**src/hdl/doubly_linked_list_cursor_engine_defines.svh**
```systemverilog
// Assertion macros shared by the list engine.
`ifndef DOUBLY_LINKED_LIST_CURSOR_ENGINE_DEFINES_SVH
`define DOUBLY_LINKED_LIST_CURSOR_ENGINE_DEFINES_SVH

// Consequent must hold in the same cycle as the antecedent.
`define DLLC_ASSERT_NOW(name, clk_s, rst_s, ante, cons, msg) \
  name: assert property (@(posedge clk_s) disable iff (rst_s) (ante) |-> (cons)) \
    else $error(msg);

// Consequent must hold in the cycle after the antecedent.
`define DLLC_ASSERT_NEXT(name, clk_s, rst_s, ante, cons, msg) \
  name: assert property (@(posedge clk_s) disable iff (rst_s) (ante) |=> (cons)) \
    else $error(msg);

`endif

```
**src/hdl/dllc_pkg.sv**
```systemverilog
`timescale 1ns / 1ps

package dllc_pkg;

  localparam int NODES_DEF       = 16;
  localparam int VALUE_WIDTH_DEF = 32;
  localparam int KIND_W          = 4;
  localparam int LEN_W           = 5;
  localparam int PORT_VW         = 32;

  typedef enum logic [KIND_W-1:0] {
    KIND_CLEAR      = 4'd0,
    KIND_INS_FIRST  = 4'd1,
    KIND_INS_LAST   = 4'd2,
    KIND_GO_FIRST   = 4'd3,
    KIND_GO_LAST    = 4'd4,
    KIND_DEL_FIRST  = 4'd5,
    KIND_DEL_LAST   = 4'd6,
    KIND_DEL_AFTER  = 4'd7,
    KIND_DEL_BEFORE = 4'd8,
    KIND_INS_AFTER  = 4'd9,
    KIND_INS_BEFORE = 4'd10,
    KIND_SET        = 4'd11,
    KIND_NEXT       = 4'd12,
    KIND_PREV       = 4'd13,
    KIND_READ       = 4'd14
  } kind_t;

  typedef enum logic [1:0] {
    ST_DONE = 2'd0,
    ST_FULL = 2'd1,
    ST_NOP  = 2'd2
  } status_t;

  typedef struct packed {
    logic [KIND_W-1:0]         kind;
    logic signed [PORT_VW-1:0] value;
  } cmd_t;

  typedef struct packed {
    status_t                   status;
    logic                      is_active;
    logic [LEN_W-1:0]          length;
    logic signed [PORT_VW-1:0] first_value;
    logic signed [PORT_VW-1:0] last_value;
    logic signed [PORT_VW-1:0] active_value;
  } rsp_t;

endpackage

```
**src/hdl/dllc_cmd_reg.sv**
```systemverilog
`timescale 1ns / 1ps

module dllc_cmd_reg (
  input  logic          clk,
  input  logic          rst,
  input  logic          cmd_valid,
  output logic          cmd_ready,
  input  dllc_pkg::cmd_t cmd,
  input  logic          fire,
  output logic          held,
  output dllc_pkg::cmd_t held_cmd
);
  import dllc_pkg::*;

  // The register frees up in the same cycle that its word moves on.
  assign cmd_ready = !held || fire;

  always_ff @(posedge clk) begin
    if (rst) begin
      held <= 1'b0;
    end else if (cmd_ready) begin
      held <= cmd_valid;
    end
  end

  always_ff @(posedge clk) begin
    if (cmd_valid && cmd_ready) begin
      held_cmd <= cmd;
    end
  end

endmodule

```
**src/hdl/dllc_core.sv**
```systemverilog
`timescale 1ns / 1ps

module dllc_core #(
  parameter int NODES       = dllc_pkg::NODES_DEF,
  parameter int VALUE_WIDTH = dllc_pkg::VALUE_WIDTH_DEF
) (
  input  logic           clk,
  input  logic           rst,
  input  logic           fire,
  input  dllc_pkg::cmd_t cmd,
  output dllc_pkg::rsp_t result
);
  import dllc_pkg::*;

  localparam int AW = (NODES > 1) ? $clog2(NODES) : 1;
  localparam int IW = $clog2(NODES) + 1;
  localparam int CW = $clog2(NODES + 1);
  // An index equal to NODES marks "no node".
  localparam logic [IW-1:0] NONE = IW'(NODES);

  typedef logic [IW-1:0]          ix_t;
  typedef logic [AW-1:0]          slot_t;
  typedef logic [VALUE_WIDTH-1:0] val_t;

  val_t node_store [NODES];
  ix_t  next_link  [NODES];
  ix_t  prev_link  [NODES];

  logic [NODES-1:0] free_map, free_map_next;
  ix_t              head, head_next;
  ix_t              tail, tail_next;
  ix_t              cursor, cursor_next;
  logic [CW-1:0]    count, count_next;

  logic  val_we;
  slot_t val_wa;
  val_t  val_wd;
  logic  nl_we0, nl_we1, pl_we0, pl_we1;
  slot_t nl_wa0, nl_wa1, pl_wa0, pl_wa1;
  ix_t   nl_wd0, nl_wd1, pl_wd0, pl_wd1;

  val_t    v_ext;
  logic    c_act;
  ix_t     c_succ, c_pred, t_succ, t_pred;
  logic    found;
  slot_t   free_slot;
  ix_t     new_ix;
  logic    do_ins, do_del, wipe;
  ix_t     ins_a, ins_b, del_t;
  status_t status;

  function automatic logic live(ix_t i);
    return i < NONE;
  endfunction

  function automatic slot_t slot(ix_t i);
    return i[AW-1:0];
  endfunction

  // Value shown for a node index, with this cycle's value write forwarded.
  function automatic logic [PORT_VW-1:0] view(ix_t i, val_t stored, logic we,
                                               slot_t wa, val_t wd);
    val_t v;
    v = (we && wa == slot(i)) ? wd : stored;
    return live(i) ? PORT_VW'(v) : '0;
  endfunction

  always_comb begin
    v_ext  = VALUE_WIDTH'(cmd.value);
    c_act  = live(cursor);
    c_succ = next_link[slot(cursor)];
    c_pred = prev_link[slot(cursor)];

    // Lowest free node.
    found     = 1'b0;
    free_slot = '0;
    for (int i = NODES - 1; i >= 0; i--) begin
      if (free_map[i]) begin
        found     = 1'b1;
        free_slot = AW'(i);
      end
    end
    new_ix = IW'(free_slot);

    status = ST_NOP;
    do_ins = 1'b0;
    do_del = 1'b0;
    wipe   = 1'b0;
    ins_a  = NONE;
    ins_b  = NONE;
    del_t  = NONE;

    head_next     = head;
    tail_next     = tail;
    cursor_next   = cursor;
    free_map_next = free_map;
    count_next    = count;

    val_we = 1'b0;
    val_wa = slot(cursor);
    val_wd = v_ext;
    nl_we0 = 1'b0;
    nl_wa0 = free_slot;
    nl_wd0 = NONE;
    nl_we1 = 1'b0;
    nl_wa1 = free_slot;
    nl_wd1 = NONE;
    pl_we0 = 1'b0;
    pl_wa0 = free_slot;
    pl_wd0 = NONE;
    pl_we1 = 1'b0;
    pl_wa1 = free_slot;
    pl_wd1 = NONE;

    unique case (cmd.kind)
      KIND_CLEAR: begin
        wipe   = 1'b1;
        status = ST_DONE;
      end
      KIND_INS_FIRST: begin
        do_ins = 1'b1;
        ins_b  = head;
      end
      KIND_INS_LAST: begin
        do_ins = 1'b1;
        ins_a  = tail;
      end
      KIND_INS_AFTER: begin
        do_ins = c_act;
        ins_a  = cursor;
        ins_b  = c_succ;
      end
      KIND_INS_BEFORE: begin
        do_ins = c_act;
        ins_a  = c_pred;
        ins_b  = cursor;
      end
      KIND_DEL_FIRST: begin
        do_del = live(head);
        del_t  = head;
      end
      KIND_DEL_LAST: begin
        do_del = live(tail);
        del_t  = tail;
      end
      KIND_DEL_AFTER: begin
        do_del = c_act && live(c_succ);
        del_t  = c_succ;
      end
      KIND_DEL_BEFORE: begin
        do_del = c_act && live(c_pred);
        del_t  = c_pred;
      end
      KIND_GO_FIRST: begin
        cursor_next = live(head) ? head : NONE;
        status      = live(head) ? ST_DONE : ST_NOP;
      end
      KIND_GO_LAST: begin
        cursor_next = live(tail) ? tail : NONE;
        status      = live(tail) ? ST_DONE : ST_NOP;
      end
      KIND_SET: begin
        if (c_act) begin
          val_we = 1'b1;
          status = ST_DONE;
        end
      end
      KIND_NEXT: begin
        if (c_act) begin
          cursor_next = live(c_succ) ? c_succ : NONE;
          status      = ST_DONE;
        end
      end
      KIND_PREV: begin
        if (c_act) begin
          cursor_next = live(c_pred) ? c_pred : NONE;
          status      = ST_DONE;
        end
      end
      KIND_READ: begin
        status = c_act ? ST_DONE : ST_NOP;
      end
      default: begin
        status = ST_NOP;
      end
    endcase

    t_succ = next_link[slot(del_t)];
    t_pred = prev_link[slot(del_t)];

    if (do_ins) begin
      if (!found) begin
        status = ST_FULL;
      end else begin
        status = ST_DONE;
        val_we = 1'b1;
        val_wa = free_slot;
        nl_we0 = 1'b1;
        nl_wd0 = ins_b;
        pl_we0 = 1'b1;
        pl_wd0 = ins_a;
        if (live(ins_a)) begin
          nl_we1 = 1'b1;
          nl_wa1 = slot(ins_a);
          nl_wd1 = new_ix;
        end else begin
          head_next = new_ix;
        end
        if (live(ins_b)) begin
          pl_we1 = 1'b1;
          pl_wa1 = slot(ins_b);
          pl_wd1 = new_ix;
        end else begin
          tail_next = new_ix;
        end
        free_map_next[free_slot] = 1'b0;
        count_next               = count + 1'b1;
      end
    end

    if (do_del) begin
      status = ST_DONE;
      if (live(t_pred)) begin
        nl_we0 = 1'b1;
        nl_wa0 = slot(t_pred);
        nl_wd0 = t_succ;
      end else begin
        head_next = live(t_succ) ? t_succ : NONE;
      end
      if (live(t_succ)) begin
        pl_we0 = 1'b1;
        pl_wa0 = slot(t_succ);
        pl_wd0 = t_pred;
      end else begin
        tail_next = live(t_pred) ? t_pred : NONE;
      end
      if (cursor == del_t) begin
        cursor_next = NONE;
      end
      free_map_next[slot(del_t)] = 1'b1;
      if (count != '0) begin
        count_next = count - 1'b1;
      end
    end

    if (wipe) begin
      free_map_next = '1;
      head_next     = NONE;
      tail_next     = NONE;
      cursor_next   = NONE;
      count_next    = '0;
    end

    result.status       = status;
    result.is_active    = live(cursor_next);
    result.length       = LEN_W'(count_next);
    result.first_value  = view(head_next, node_store[slot(head_next)], val_we, val_wa, val_wd);
    result.last_value   = view(tail_next, node_store[slot(tail_next)], val_we, val_wa, val_wd);
    result.active_value = view(cursor_next, node_store[slot(cursor_next)], val_we, val_wa,
                               val_wd);
  end

  always_ff @(posedge clk) begin
    if (rst) begin
      free_map <= '1;
      head     <= NONE;
      tail     <= NONE;
      cursor   <= NONE;
      count    <= '0;
    end else if (fire) begin
      free_map <= free_map_next;
      head     <= head_next;
      tail     <= tail_next;
      cursor   <= cursor_next;
      count    <= count_next;
    end
  end

  // Node entries are only written when a node is taken, relinked or set.
  always_ff @(posedge clk) begin
    if (fire && !rst) begin
      if (val_we) begin
        node_store[val_wa] <= val_wd;
      end
      if (nl_we0) begin
        next_link[nl_wa0] <= nl_wd0;
      end
      if (nl_we1) begin
        next_link[nl_wa1] <= nl_wd1;
      end
      if (pl_we0) begin
        prev_link[pl_wa0] <= pl_wd0;
      end
      if (pl_we1) begin
        prev_link[pl_wa1] <= pl_wd1;
      end
    end
  end

endmodule

```
**src/hdl/dllc_rsp_reg.sv**
```systemverilog
`timescale 1ns / 1ps

module dllc_rsp_reg (
  input  logic           clk,
  input  logic           rst,
  input  logic           fire,
  input  dllc_pkg::rsp_t result,
  output logic           rsp_valid,
  input  logic           rsp_ready,
  output dllc_pkg::rsp_t rsp
);
  import dllc_pkg::*;

  always_ff @(posedge clk) begin
    if (rst) begin
      rsp_valid <= 1'b0;
    end else if (fire) begin
      rsp_valid <= 1'b1;
    end else if (rsp_ready) begin
      rsp_valid <= 1'b0;
    end
  end

  always_ff @(posedge clk) begin
    if (fire) begin
      rsp <= result;
    end
  end

endmodule

```
**src/hdl/doubly_linked_list_cursor_engine.sv**
```systemverilog
// A command word is held in the command register until the result register can take its result word,
// which is then registered there. Throughput: one command word per cycle while results are taken; each
// command is a single pass over the node register file between the command register and the result register.
// Reset (rst, synchronous): empty list, every node free, no head, tail or cursor,
// count zero; node values and links stay unknown until written.
`timescale 1ns / 1ps
`include "doubly_linked_list_cursor_engine_defines.svh"

module doubly_linked_list_cursor_engine #(
  parameter int NODES       = dllc_pkg::NODES_DEF,
  parameter int VALUE_WIDTH = dllc_pkg::VALUE_WIDTH_DEF
) (
  input  logic           clk,
  input  logic           rst,
  input  logic           cmd_valid,
  output logic           cmd_ready,
  input  dllc_pkg::cmd_t cmd,
  output logic           rsp_valid,
  input  logic           rsp_ready,
  output dllc_pkg::rsp_t rsp
);
  import dllc_pkg::*;

  logic held;
  cmd_t held_cmd;
  logic fire;
  rsp_t result;

  // A held command executes whenever the result register can take its word.
  assign fire = held && (!rsp_valid || rsp_ready);

  dllc_cmd_reg u_cmd_reg (
    .clk      (clk),
    .rst      (rst),
    .cmd_valid(cmd_valid),
    .cmd_ready(cmd_ready),
    .cmd      (cmd),
    .fire     (fire),
    .held     (held),
    .held_cmd (held_cmd)
  );

  dllc_core #(
    .NODES      (NODES),
    .VALUE_WIDTH(VALUE_WIDTH)
  ) u_core (
    .clk   (clk),
    .rst   (rst),
    .fire  (fire),
    .cmd   (held_cmd),
    .result(result)
  );

  dllc_rsp_reg u_rsp_reg (
    .clk      (clk),
    .rst      (rst),
    .fire     (fire),
    .result   (result),
    .rsp_valid(rsp_valid),
    .rsp_ready(rsp_ready),
    .rsp      (rsp)
  );

  `DLLC_ASSERT_NEXT(a_fire_gives_rsp, clk, rst, fire, rsp_valid, "executed command left no result")
  `DLLC_ASSERT_NEXT(a_clear_empties, clk, rst, fire && held_cmd.kind == KIND_CLEAR, rsp.status == ST_DONE && rsp.length == '0 && !rsp.is_active, "clear did not empty the list")
  `DLLC_ASSERT_NOW(a_empty_no_cursor, clk, rst, rsp_valid && (NODES < 32) && rsp.length == '0, !rsp.is_active, "cursor active on an empty list")
  `DLLC_ASSERT_NOW(a_stall_only_blocked, clk, rst, !cmd_ready, held && rsp_valid && !rsp_ready, "command port stalled without back pressure")

endmodule

```
**config.mk**
```make
export PLATFORM = sky130hd
export DESIGN_NAME = doubly_linked_list_cursor_engine
export DESIGN_NICKNAME = d
export VERILOG_FILES = /design/src/hdl/dllc_pkg.sv /design/src/hdl/dllc_cmd_reg.sv /design/src/hdl/dllc_core.sv /design/src/hdl/dllc_rsp_reg.sv /design/src/hdl/doubly_linked_list_cursor_engine.sv
export VERILOG_INCLUDE_DIRS = /design/src /design/src/hdl
export SDC_FILE = /design/constraint.sdc
export NUM_CORES = 2
export LEC_CHECK = 0
export ABC_CLOCK_PERIOD_IN_PS = 7200
export BUFFER_PORTS_ARGS = -buffer_cell sky130_fd_sc_hd__clkbuf_2
export CELL_PAD_IN_SITES_DETAIL_PLACEMENT = 1
export CELL_PAD_IN_SITES_GLOBAL_PLACEMENT = 2
export CORE_MARGIN = 3
export CORE_UTILIZATION = 47
export DETAILED_ROUTE_END_ITERATION = 7
export GPL_TIMING_DRIVEN = 0
export PLACE_DENSITY_LB_ADDON = 0.12
export SLEW_MARGIN = 20
export SYNTH_ARGS = -nofsm -noshare
export SYNTH_HDL_FRONTEND = slang
export SYNTH_SLANG_ARGS = --single-unit
```
**constraint.sdc**
```tcl
create_clock -name clk -period 7.2 [get_ports clk]
set_input_delay 0.72 -clock clk [delete_from_list [all_inputs] [get_ports clk]]
set_output_delay 0.72 -clock clk [all_outputs]
set_load 0.02 [all_outputs]
```
==> impl_metrics.tcl <==
set metrics [dict create \
    status "finished with violations" \
    violations "negative setup slack" \
    grt_pass1_vias 41800 \
    row_count 116 \
    fin_worst_skew_ns 0.0312 \
    slew_headroom 0.0121 \
    critPathMaxFanout 10 \
    grt_max_degree 35 \
    cts.sinks 854 \
    synthToLayoutAreaGrowth_pct 15.8 \
    die_area_mm2 0.105 \
    r2r_cells 20 \
    htree_levels 3 \
    dieWidth_um 324 \
    clock_latency_ns 0.74 \
    hold-worst-slack_ns 0.150 \
    fin_crit_sh 1.03 \
    synth_seq_cells 854 \
    numCtsBuffers 97 \
    cts_root_buffer "clkbuf_16" \
    postSynthCellCount 4078 \
    overflow 0 \
    clk_pin_slew_ns 0.06 \
    cp_data_arrival_time_ns 7.90 \
    dp_hpwl_mm 171 \
    crit_slowest_cell "buf_1" \
    crit_family "buffers and inverters" \
    vias 43048 \
    final_core_util 0.550 \
    seq_area_frac_synth 0.531 \
    grt_pass1_wl_mm 335 \
    endpoint_kind "flip-flop" \
    cap_violations 0 \
    drc 0 \
    yosys.area_share.simple 0.0998 \
    required_ns 7.65 \
    cp_slowest_stage_delay_ns 1.12 \
    syn_nets 4120 \
    wirelength_mm 250 \
    chipHeight_um 324 \
    ys_types 91 \
    fmax_mhz 134 \
    antenna_found_initial 7 \
    synthFlopType "edfxtp_1" \
    start_util 0.475 \
    n_fill_cell 10319 \
    p_leak_nw 19.4 \
    post_drt_wl_per_cell_um 43.3 \
    hold_violations 0 \
    syn_avg_cell_area_um2 11.7 \
    netlist_area_mm2 0.0475 \
    hold_depth 1 \
    synth_top_family_by_area "multiplexers" \
    cts_tree "done" \
    yosys.area_share.adder 0.000526 \
    pin_count 146 \
    final.setup.worst_slack_ns -0.242 \
    grtUsageTotal 0.467 \
    path_cells "clkbuf_4, buf_4, clkbuf_4, mux4_2, mux2_2, a2bb2oi_2, and3_1, buf_2, o311ai_0, o22ai_1, nor3_2, nor3b_2, o21ai_1, buf_4, buf_2, buf_1, nand2_1, nand3_1, nand4_1, a31oi_1" \
    p_total_w 0.0120 \
    rsz0062_at_grt "yes" \
    critPathKind "flip-flop to flip-flop" \
    hp-start "cmd[31]" \
    dr.pass1.iters 6 \
    synth_edf_count 812 \
    detail-route-antenna-nets 0 \
    worst-path-buf-inv 7 \
    num-nets-final 4418 \
    tightest_slew_ns 1.48 \
    core_area_mm2 0.100 \
    period_minus_slack_ns 7.44 \
    hp-class "input pin to flip-flop" \
    drive_gt1_frac 0.167 \
    synth.mux.area_fraction 0.200 \
    startpoint_type "flip-flop" \
    synth_xor_area_frac 0.00313 \
    gp_congestion 1.01 \
    drv_slew 0 \
    power_density_mw_per_mm2 218 \
    hold_buffers 0 \
    portBuffers 145 \
    first_iter_violations 7118 \
    yosys_warnings 0 \
    path_depth 20 \
    worst_ir_drop_vdd_mv 0.272 \
    async_flop_share 0 \
    synth_compound_area_frac 0.132 \
    finalSetupViolCount 11 \
    dp_worst_setup_slack_ns -1.22 \
    cts_buffer_depth 3 \
    post_drt_via_cell_ratio 7.46 \
]
-- power breakdown --
part,switching (W),internal [W]
sequential,0.0000794,0.00549
clock,0.00226,0.00299
combinational,0.000850,0.000333
total,0.00319,0.00882
-- flip-flops by register name (all words and copies together), names as in the netlist, named ones only --
signal / cells
u_cmd_reg.held: 1
u_core.next_link: 80
u_rsp_reg.rsp: 104
u_core.free_map: 16
u_core.count: 5
u_core.head: 5
u_core.cursor: 5
u_core.prev_link: 80
u_core.node_store: 512
u_cmd_reg.held_cmd: 36
u_rsp_reg.rsp_valid: 1
u_core.tail: 5
-- cells by family after synthesis --
logic type / after synthesis
buffers and inverters: 354
XOR/XNOR: 17
AO/OA/AOI/OAI: 910
flip-flops: 854
AND/OR/NAND/NOR: 1028
adder cells (fa/ha/maj): 2
multiplexers: 913
-- cell usage after synthesis, types with 68 or more instances --
library cell,count,share of area
o221ai_1,68,0.013
mux2i_1,869,0.18
nand3_1,134,0.014
o21ai_0,119,0.013
edfxtp_1,812,0.51
a31oi_1,70,0.0092
o22ai_1,217,0.029
a21oi_1,140,0.015
clkbuf_1,183,0.014
nand2_1,442,0.035
buf_2,104,0.011
nor2_1,198,0.016
-- per-stage QoR --
stage                     area (um2)  instances  TNS (ns)
final                          55000       5767    -0.721
after global routing           55000       5754   -0.0256
after CTS                      54800       5752    -0.115
after detailed placement       51200       5571    -77.04
after global placement         49900       5521   -862.35
after floorplan                47500       4078         0
-- cells in the final DEF, fill, tap and decap left out, drive strengths merged, types with 22 or more instances in the layout --
master    n
a211oi   49
a21oi   141
buf     189
nor2b    22
a22oi    24
o221ai   68
nand2b   28
dfxtp    42
nor4     51
a31oi    70
nor2    199
nand4    35
mux4     28
edfxtp  812
o21ai   158
nor3     29
nand3   136
nand2   443
a32oi    48
clkbuf  465
mux2i   870
o22ai   217
clkinv   43
-- worst paths after layout --
kind / to / slack [ns]
worst max-delay path: u_rsp_reg.rsp[87] / -0.24
worst min-delay path: u_cmd_reg.held_cmd[31] / 0.15
worst max register to register: u_rsp_reg.rsp[87] / -0.24
worst min register to register: u_core.count[4] / 0.53
-- what timing repair did --
item | CTS | global route
pin swaps | 2 | 0
setup endpoints to repair | 122 | 108
buffers inserted | 2 | 0
gates resized for setup | 89 | 101
-- metal layers --
layer  wire length (um)  global-route usage
met1              92500               0.601
met2             101000               0.650
met3              38900               0.209
met5                 54             0.00680
met4              17600               0.268
-- final cells by class --
cell class,instances,area [um2],area share
Timing Repair Buffer,199,1870,0.0340
Tap cell,1298,1620,0.0295
Sequential cell,854,25200,0.458
Clock inverter,64,771,0.0140
Buffer,341,1820,0.0330
Inverter,13,48.8,0.000886
Clock buffer,115,2490,0.0453
Antenna cell,13,32.5,0.000591
Multi-Input combinational cell,2870,21200,0.384
No activity file was read; power rests on OpenSTA's default activity.
